<file path="config.mk">
export PLATFORM = sky130hd
export DESIGN_NAME = integer_to_radix_digits
export DESIGN_NICKNAME = d
export VERILOG_FILES = /design/src/hdl/itrd_pkg.sv /design/src/hdl/itrd_ram.sv /design/src/hdl/itrd_ctrl.sv /design/src/hdl/itrd_dp.sv /design/src/hdl/integer_to_radix_digits.sv
export VERILOG_INCLUDE_DIRS = /design/src /design/src/hdl
export SDC_FILE = /design/constraint.sdc
export NUM_CORES = 1
export LEC_CHECK = 0
export ABC_AREA = 1
export ABC_CLOCK_PERIOD_IN_PS = 4200
export BUFFER_PORTS_ARGS = -buffer_cell sky130_fd_sc_hd__clkbuf_2
export CAP_MARGIN = 20
export CORE_MARGIN = 10
export CORE_UTILIZATION = 30
export CTS_BUF_LIST = sky130_fd_sc_hd__clkbuf_2 sky130_fd_sc_hd__clkbuf_4 sky130_fd_sc_hd__clkbuf_8
export CTS_CLUSTER_SIZE = 14
export DETAILED_ROUTE_END_ITERATION = 6
export SYNTH_ARGS = -nofsm -noshare
export SYNTH_HDL_FRONTEND = slang
export SYNTH_SLANG_ARGS = --single-unit
</file>
<file path="constraint.sdc">
create_clock -name clk_i -period 4.2 [get_ports clk_i]
set_input_delay 0.21 -clock clk_i [delete_from_list [all_inputs] [get_ports clk_i]]
set_output_delay 0.21 -clock clk_i [all_outputs]
set_load 0.01 [all_outputs]
</file>
<file path="src/hdl/integer_to_radix_digits_macros.svh">
// Assertion macros shared by the integer_to_radix_digits RTL
`ifndef INTEGER_TO_RADIX_DIGITS_MACROS_SVH
`define INTEGER_TO_RADIX_DIGITS_MACROS_SVH

// Condition holds at every clock edge out of reset
`define ITRD_ASSERT(label, prop, msg) \
  label: assert property (@(posedge clk_i) disable iff (!rst_ni) (prop)) else $error(msg);

// Antecedent implies consequent in the same cycle
`define ITRD_ASSERT_SAME(label, ante, cons, msg) \
  label: assert property (@(posedge clk_i) disable iff (!rst_ni) (ante) |-> (cons)) \
    else $error(msg);

// Antecedent implies consequent in the next cycle
`define ITRD_ASSERT_NEXT(label, ante, cons, msg) \
  label: assert property (@(posedge clk_i) disable iff (!rst_ni) (ante) |=> (cons)) \
    else $error(msg);

`endif

</file>
<file path="src/hdl/itrd_pkg.sv">
// Types and constants of the integer to radix digit converter
package itrd_pkg;

  localparam int unsigned VALUE_W         = 31;
  localparam int unsigned RADIX_W         = 6;
  localparam int unsigned DIGIT_W         = 6;
  localparam int unsigned STACK_DEPTH_DEF = 32;
  localparam int unsigned DIV_STEPS       = VALUE_W;
  localparam int unsigned CNT_W           = $clog2(DIV_STEPS);

  typedef struct packed {
    logic [VALUE_W-1:0] value;
    logic [RADIX_W-1:0] radix;
  } in_t;

  typedef struct packed {
    logic [DIGIT_W-1:0] digit;
    logic               last;
  } out_t;

  typedef enum logic [2:0] {
    ST_IDLE,
    ST_DIV,
    ST_PUSH,
    ST_POP_RD,
    ST_POP_WAIT
  } state_e;

  // controller to datapath
  typedef struct packed {
    logic load;
    logic div_step;
    logic push;
    logic pop_rd;
    logic emit;
  } cmd_t;

  // datapath to controller
  typedef struct packed {
    logic in_ok;
    logic div_last;
    logic quo_zero;
    logic sp_zero;
    logic out_free;
  } sts_t;

endpackage

</file>
<file path="src/hdl/itrd_ram.sv">
// Generic single-write, single-read RAM with registered read data
module itrd_ram #(
  parameter int unsigned WIDTH = 6,
  parameter int unsigned DEPTH = 32,
  localparam int unsigned AW   = $clog2(DEPTH)
) (
  input  logic             clk_i,
  input  logic             we_i,
  input  logic [AW-1:0]    waddr_i,
  input  logic [WIDTH-1:0] wdata_i,
  input  logic             re_i,
  input  logic [AW-1:0]    raddr_i,
  output logic [WIDTH-1:0] rdata_o
);

  logic [WIDTH-1:0] mem_q [DEPTH];
  logic [WIDTH-1:0] rdata_q;

  always_ff @(posedge clk_i) begin
    if (we_i) begin
      mem_q[waddr_i] <= wdata_i;
    end
    if (re_i) begin
      rdata_q <= mem_q[raddr_i];
    end
  end

  assign rdata_o = rdata_q;

endmodule

</file>
<file path="src/hdl/itrd_ctrl.sv">
// Sequencer: divide, push, pop and emit control for the digit converter
`include "integer_to_radix_digits_macros.svh"

module itrd_ctrl (
  input  logic          clk_i,
  input  logic          rst_ni,
  input  logic          in_valid_i,
  output logic          in_stall_o,
  input  itrd_pkg::sts_t sts_i,
  output itrd_pkg::cmd_t cmd_o
);

  itrd_pkg::state_e state_q, state_d;

  always_ff @(posedge clk_i or negedge rst_ni) begin
    if (!rst_ni) begin
      state_q <= itrd_pkg::ST_IDLE;
    end else begin
      state_q <= state_d;
    end
  end

  always_comb begin
    state_d    = state_q;
    cmd_o      = '0;
    in_stall_o = 1'b1;
    case (state_q)
      itrd_pkg::ST_IDLE: begin
        in_stall_o = 1'b0;
        if (in_valid_i) begin
          cmd_o.load = 1'b1;
          // zero value or radix below two: drop the beat
          if (sts_i.in_ok) begin
            state_d = itrd_pkg::ST_DIV;
          end
        end
      end
      itrd_pkg::ST_DIV: begin
        cmd_o.div_step = 1'b1;
        if (sts_i.div_last) begin
          state_d = itrd_pkg::ST_PUSH;
        end
      end
      itrd_pkg::ST_PUSH: begin
        cmd_o.push = 1'b1;
        state_d    = sts_i.quo_zero ? itrd_pkg::ST_POP_RD : itrd_pkg::ST_DIV;
      end
      itrd_pkg::ST_POP_RD: begin
        cmd_o.pop_rd = 1'b1;
        state_d      = itrd_pkg::ST_POP_WAIT;
      end
      itrd_pkg::ST_POP_WAIT: begin
        if (sts_i.out_free) begin
          cmd_o.emit = 1'b1;
          state_d    = sts_i.sp_zero ? itrd_pkg::ST_IDLE : itrd_pkg::ST_POP_RD;
        end
      end
      default: begin
        state_d = itrd_pkg::ST_IDLE;
      end
    endcase
  end

  `ITRD_ASSERT_SAME(a_idle_stack_empty, state_q == itrd_pkg::ST_IDLE, sts_i.sp_zero, "stack not empty between items")
  `ITRD_ASSERT_NEXT(a_div_runs, state_q == itrd_pkg::ST_DIV && !sts_i.div_last, state_q == itrd_pkg::ST_DIV, "division left early")

endmodule

</file>
<file path="src/hdl/itrd_dp.sv">
// Datapath: bit-serial divider, digit stack and output register
`include "integer_to_radix_digits_macros.svh"

module itrd_dp #(
  parameter int unsigned STACK_DEPTH = itrd_pkg::STACK_DEPTH_DEF,
  localparam int unsigned SPW        = $clog2(STACK_DEPTH + 1),
  localparam int unsigned AW         = $clog2(STACK_DEPTH)
) (
  input  logic           clk_i,
  input  logic           rst_ni,
  input  itrd_pkg::in_t  in_data_i,
  input  itrd_pkg::cmd_t cmd_i,
  output itrd_pkg::sts_t sts_o,
  output logic           out_valid_o,
  input  logic           out_stall_i,
  output itrd_pkg::out_t out_data_o
);

  logic [itrd_pkg::VALUE_W-1:0] dq_q, dq_d;
  logic [itrd_pkg::RADIX_W-1:0] radix_q, radix_d;
  logic [itrd_pkg::DIGIT_W-1:0] rem_q, rem_d;
  logic [itrd_pkg::CNT_W-1:0]   cnt_q, cnt_d;
  logic [SPW-1:0]               sp_q, sp_d, sp_m1;
  logic                         out_valid_q, out_valid_d;
  itrd_pkg::out_t               out_q, out_d;

  logic [itrd_pkg::DIGIT_W:0]   trial;
  logic                         ge;
  logic                         push_ok;
  logic [itrd_pkg::DIGIT_W-1:0] rd_digit;

  // one restoring step: shift in the next dividend bit, subtract if it fits
  assign trial   = {rem_q, dq_q[itrd_pkg::VALUE_W-1]};
  assign ge      = trial >= {1'b0, radix_q};
  assign sp_m1   = sp_q - 1'b1;
  assign push_ok = sp_q < SPW'(STACK_DEPTH);

  always_comb begin
    dq_d        = dq_q;
    radix_d     = radix_q;
    rem_d       = rem_q;
    cnt_d       = cnt_q;
    sp_d        = sp_q;
    out_valid_d = out_valid_q;
    out_d       = out_q;

    if (cmd_i.load) begin
      dq_d    = in_data_i.value;
      radix_d = in_data_i.radix;
      rem_d   = '0;
      cnt_d   = '0;
      sp_d    = '0;
    end
    if (cmd_i.div_step) begin
      rem_d = ge ? itrd_pkg::DIGIT_W'(trial - {1'b0, radix_q})
                 : trial[itrd_pkg::DIGIT_W-1:0];
      dq_d  = {dq_q[itrd_pkg::VALUE_W-2:0], ge};
      cnt_d = cnt_q + 1'b1;
    end
    if (cmd_i.push) begin
      rem_d = '0;
      cnt_d = '0;
      if (push_ok) begin
        sp_d = sp_q + 1'b1;
      end
    end
    if (cmd_i.pop_rd) begin
      sp_d = sp_m1;
    end

    if (cmd_i.emit) begin
      out_valid_d = 1'b1;
      out_d.digit = rd_digit;
      out_d.last  = (sp_q == '0);
    end else if (!out_stall_i) begin
      out_valid_d = 1'b0;
    end
  end

  always_ff @(posedge clk_i or negedge rst_ni) begin
    if (!rst_ni) begin
      cnt_q       <= '0;
      sp_q        <= '0;
      out_valid_q <= 1'b0;
    end else begin
      cnt_q       <= cnt_d;
      sp_q        <= sp_d;
      out_valid_q <= out_valid_d;
    end
  end

  always_ff @(posedge clk_i) begin
    dq_q    <= dq_d;
    radix_q <= radix_d;
    rem_q   <= rem_d;
    out_q   <= out_d;
  end

  itrd_ram #(
    .WIDTH (itrd_pkg::DIGIT_W),
    .DEPTH (STACK_DEPTH)
  ) u_stack (
    .clk_i   (clk_i),
    .we_i    (cmd_i.push && push_ok),
    .waddr_i (sp_q[AW-1:0]),
    .wdata_i (rem_q),
    .re_i    (cmd_i.pop_rd),
    .raddr_i (sp_m1[AW-1:0]),
    .rdata_o (rd_digit)
  );

  assign sts_o.in_ok    = (in_data_i.value != '0) &&
                          (in_data_i.radix > itrd_pkg::RADIX_W'(1));
  assign sts_o.div_last = cnt_q == itrd_pkg::CNT_W'(itrd_pkg::DIV_STEPS - 1);
  assign sts_o.quo_zero = dq_q == '0;
  assign sts_o.sp_zero  = sp_q == '0;
  assign sts_o.out_free = !out_valid_q || !out_stall_i;

  assign out_valid_o = out_valid_q;
  assign out_data_o  = out_q;

  `ITRD_ASSERT(a_sp_bound, sp_q <= SPW'(STACK_DEPTH), "stack pointer past depth")
  `ITRD_ASSERT_SAME(a_rem_below_radix, cmd_i.div_step, rem_q < radix_q, "partial remainder not below radix")

endmodule

</file>
<file path="src/hdl/integer_to_radix_digits.sv">
// Each digit takes 31 one-bit division steps plus a stack push; the digits are then
// popped one at a time from the stack RAM (POP_RD, POP_WAIT) into the output register.
// A stalled output holds the sequencer in POP_WAIT. The next beat is taken the cycle
// after the last digit enters the output register. Zero values and radix 0 or 1
// are dropped without leaving IDLE. Reset clears sequencer, digit counter, stack
// pointer and output valid only.
module integer_to_radix_digits #(
  parameter int unsigned STACK_DEPTH = itrd_pkg::STACK_DEPTH_DEF
) (
  input  logic           clk_i,
  input  logic           rst_ni,
  input  logic           in_valid_i,
  output logic           in_stall_o,
  input  itrd_pkg::in_t  in_data_i,
  output logic           out_valid_o,
  input  logic           out_stall_i,
  output itrd_pkg::out_t out_data_o
);

  itrd_pkg::cmd_t cmd;
  itrd_pkg::sts_t sts;

  itrd_ctrl u_ctrl (
    .clk_i      (clk_i),
    .rst_ni     (rst_ni),
    .in_valid_i (in_valid_i),
    .in_stall_o (in_stall_o),
    .sts_i      (sts),
    .cmd_o      (cmd)
  );

  itrd_dp #(
    .STACK_DEPTH (STACK_DEPTH)
  ) u_dp (
    .clk_i       (clk_i),
    .rst_ni      (rst_ni),
    .in_data_i   (in_data_i),
    .cmd_i       (cmd),
    .sts_o       (sts),
    .out_valid_o (out_valid_o),
    .out_stall_i (out_stall_i),
    .out_data_o  (out_data_o)
  );

endmodule
</file>
==> results.cfg <==
[status]
outcome = finished clean

[timing]
rsz0062_at_grt = false
finalSetupViolCount = 0
hold_viol = 0
drv_slew = 0
slew_headroom_pct = 29.0
min_period_ns = 2.81
timing.final.crit_share_pct = 66.8
tightest_slew_ns = 1.06
setup_slack_ns = 1.39
fin_tns_setup_ns = 0
fmax_ghz = 0.356
finClkSkew_ns = 0.0343

[critical_path]
cp_data_required_time_ns = 4.63
ff2ff_path_depth = 9
worstSetupEndpoint = u_dp.u_stack.rdata_o[4]
critPathMaxFanout = 62
reg2reg_to = u_dp.u_stack.rdata_o[4]
r2r-start = u_dp.sp_q[0]
arrival_ns = 3.24
crit_path_end_kind = register
reg2reg_slack_ns = 1.39
startpoint = u_dp.sp_q[0]
cp-start-kind = register
path_class = register to register

[cells_and_area]
nets = 1186
final_cells = 1678
layout_commonest_cell = edfxtp_1
multi_input_area_um2 = 3230
drive_gt1_share_pct = 13.3
layout_common_cells = 242 x edfxtp_1, 221 x nor2_1, 143 x nand2_1, 127 x o21ai_0, 62 x inv_1
final.fill_count = 3692
area_growth_pct = 17.8
utilization_pct = 35.9
regArea_um2 = 7760

[placement]
io_buffers = 49
place_inst = 1558
place.gp.congestion = 0.844
place_ws_ns = 1.37
post-dp-hpwl_um = 16900

[cts]
cts_tree = built
postCtsSetupBuffers = 0
cts.sink_count = 263
cts_root_buf = clkbuf_8
htreeDepth = 2
cts_resized = 0
path_clk_slew_ns = 0.06
cts_buffers = 44
clk_path_buf_depth = 3
hold_buffers = 38
insertion_delay_ns = 0.55

[synthesis]
yosysSeqAreaShare_pct = 67.5
yosys_warnings = 0
syn_area_per_cell_um2 = 11.1
synthFlopType = edfxtp_1
yosysUniqueCellTypes = 39
syn_inst = 1036
synthesis.nets = 1091
synth-edff-count = 242
synthArstFlopShare_pct = 5.70
netlist_area_um2 = 11500
ys_ff_latch = 263

[routing]
routed-via-count = 7915
drt-met1-wl_um = 12200
vias_per_cell = 4.72
wl_met3_um = 1480
drtIter0Drc = 548
top_layer = met4
ant_nets = 0
drc = 0
first_pass_iters = 6
wl_per_cell_um = 16.4
drt_wl_total_um = 27500
route.met2.wl_um = 13000

[global_routing]
grt_max_degree = 102
antenna_found_initial = 3
grt_pass1_vias = 8101
grt_pass1_wl_um = 43900
gr-total-overflow = 0
grt_usage_pct = 11.7

[die]
initial_core_util_pct = 30.5
die_area_um2 = 46600
fp.dieH_um = 216
io_pins = 50
rows = 71
coreArea_um2 = 37800
die_w_um = 216

[flow_run]
cap_violations = 0

[pwr]
ir_drop_mv = 0.406
p_per_area_nw_per_um2 = 763
total_leakage_power_nw = 4.97

[hold_path]
holdCritPathClass = input port to register
## where the power goes
part | internal (W) | switching [W] | total [W]
sequential | 0.00359 | 0.000193 | 0.00378
clock | 0.00144 | 0.00100 | 0.00244
combinational | 0.00122 | 0.00289 | 0.00412
## synthesized netlist by cell type, types with 2 or more instances
library cell	count	area (µm²)
o22ai_1	2	12.5
o21ai_1	4	20.0
o211ai_1	52	390
buf_2	19	95.1
nor3_1	2	10.0
ha_1	13	163
inv_1	62	233
a21oi_1	9	45.0
edfxtp_1	242	7270
xor2_4	2	55.1
dfxtp_1	6	120
nand4_1	6	37.5
buf_6	7	78.8
o21ai_0	127	636
nor2_1	221	830
nand3_1	51	255
buf_4	3	22.5
inv_2	3	11.3
xor2_1	2	17.5
nand2_1	143	537
dfrtp_1	15	375
inv_4	2	12.5
clkbuf_1	17	63.8
nand3b_1	2	15.0
xnor2_1	2	17.5
nand2_2	5	31.3
nor2_2	5	31.3
## through the flow
stage | area (µm²) | hold WS, ns | power, W
6_report | 13600 | 0.0830 | 0.0103
5_1_grt | 13600 | 0.0630 | 0.0111
4_1_cts | 13600 | 0.0469 | 0.0104
3_5_place_dp | 12200 | 0.168 | 0.00794
3_3_place_gp | 12200 | 0.173 | 0.00790
2_1_floorplan | 11500 | -0.0856 | 0.00682
## worst max-delay path, cell delays in order, from the launching register on
cell	delay [ns]
dfrtp_2	0.42
inv_4	0.44
ha_2	0.73
buf_12	0.33
o21ai_0	0.14
o211ai_1	0.29
nand3_1	0.11
nand2_1	0.08
nand2_1	0.05
nand2_1	0.07
## worst min path at each step
| stage | start | end | slack (ns) | cells past startpoint |
|---|---|---|---|---|
| floorplan | rst_ni | u_ctrl.state_q[0] | -0.09 | 0 |
| detailed placement | rst_ni | u_dp.out_valid_o | 0.17 | 1 |
| global route | in_data_i[36] | u_dp.dq_q[30] | 0.06 | 3 |
| CTS | in_data_i[36] | u_dp.dq_q[30] | 0.05 | 3 |
| global placement | rst_ni | u_dp.out_valid_o | 0.17 | 1 |
| finish | in_data_i[36] | u_dp.dq_q[30] | 0.08 | 3 |
## registers in the layout, indices dropped and copies added (netlist names)
signal and count:
u_ctrl.state_q 3, u_dp.cnt_q 5, u_dp.dq_q 31, u_dp.out_data_o 7, u_dp.out_valid_o 1, u_dp.radix_q 6
u_dp.rem_q 6, u_dp.sp_q 6, u_dp.u_stack.mem_q 192, u_dp.u_stack.rdata_o 6
## logic make-up (layout without fill, tap and decap cells)
group,Yosys count,count (layout),share of synthesized area [%]
xor gates and xnor gates,7,7,1.02
and+or+nand+nor,441,441,15.6
other,0,3,0
buffers and inverters,115,243,4.57
DFF,263,263,67.5
adders and majority gates,14,14,1.59
AOI/OAI and AO/OA,196,196,9.74
## final cells by class
class                      count  share of cell area (%)
sequential                   263                    57.3
multi-input combinational    658                    23.8
clock buffer                  58                    5.38
timing repair buffer          97                    5.26
tap                          511                    4.71
inverter                      67                    1.89
clock inverter                21                    1.65
antenna                        3                  0.0554
## layer usage
layer	track usage, %	vias to the layer above
met1	15.0	3811
met2	18.7	233
met5	0	-
met4	5.52	0
li1	-	3810
met3	2.10	61
Note: power is estimated with default switching activity, not from simulation.
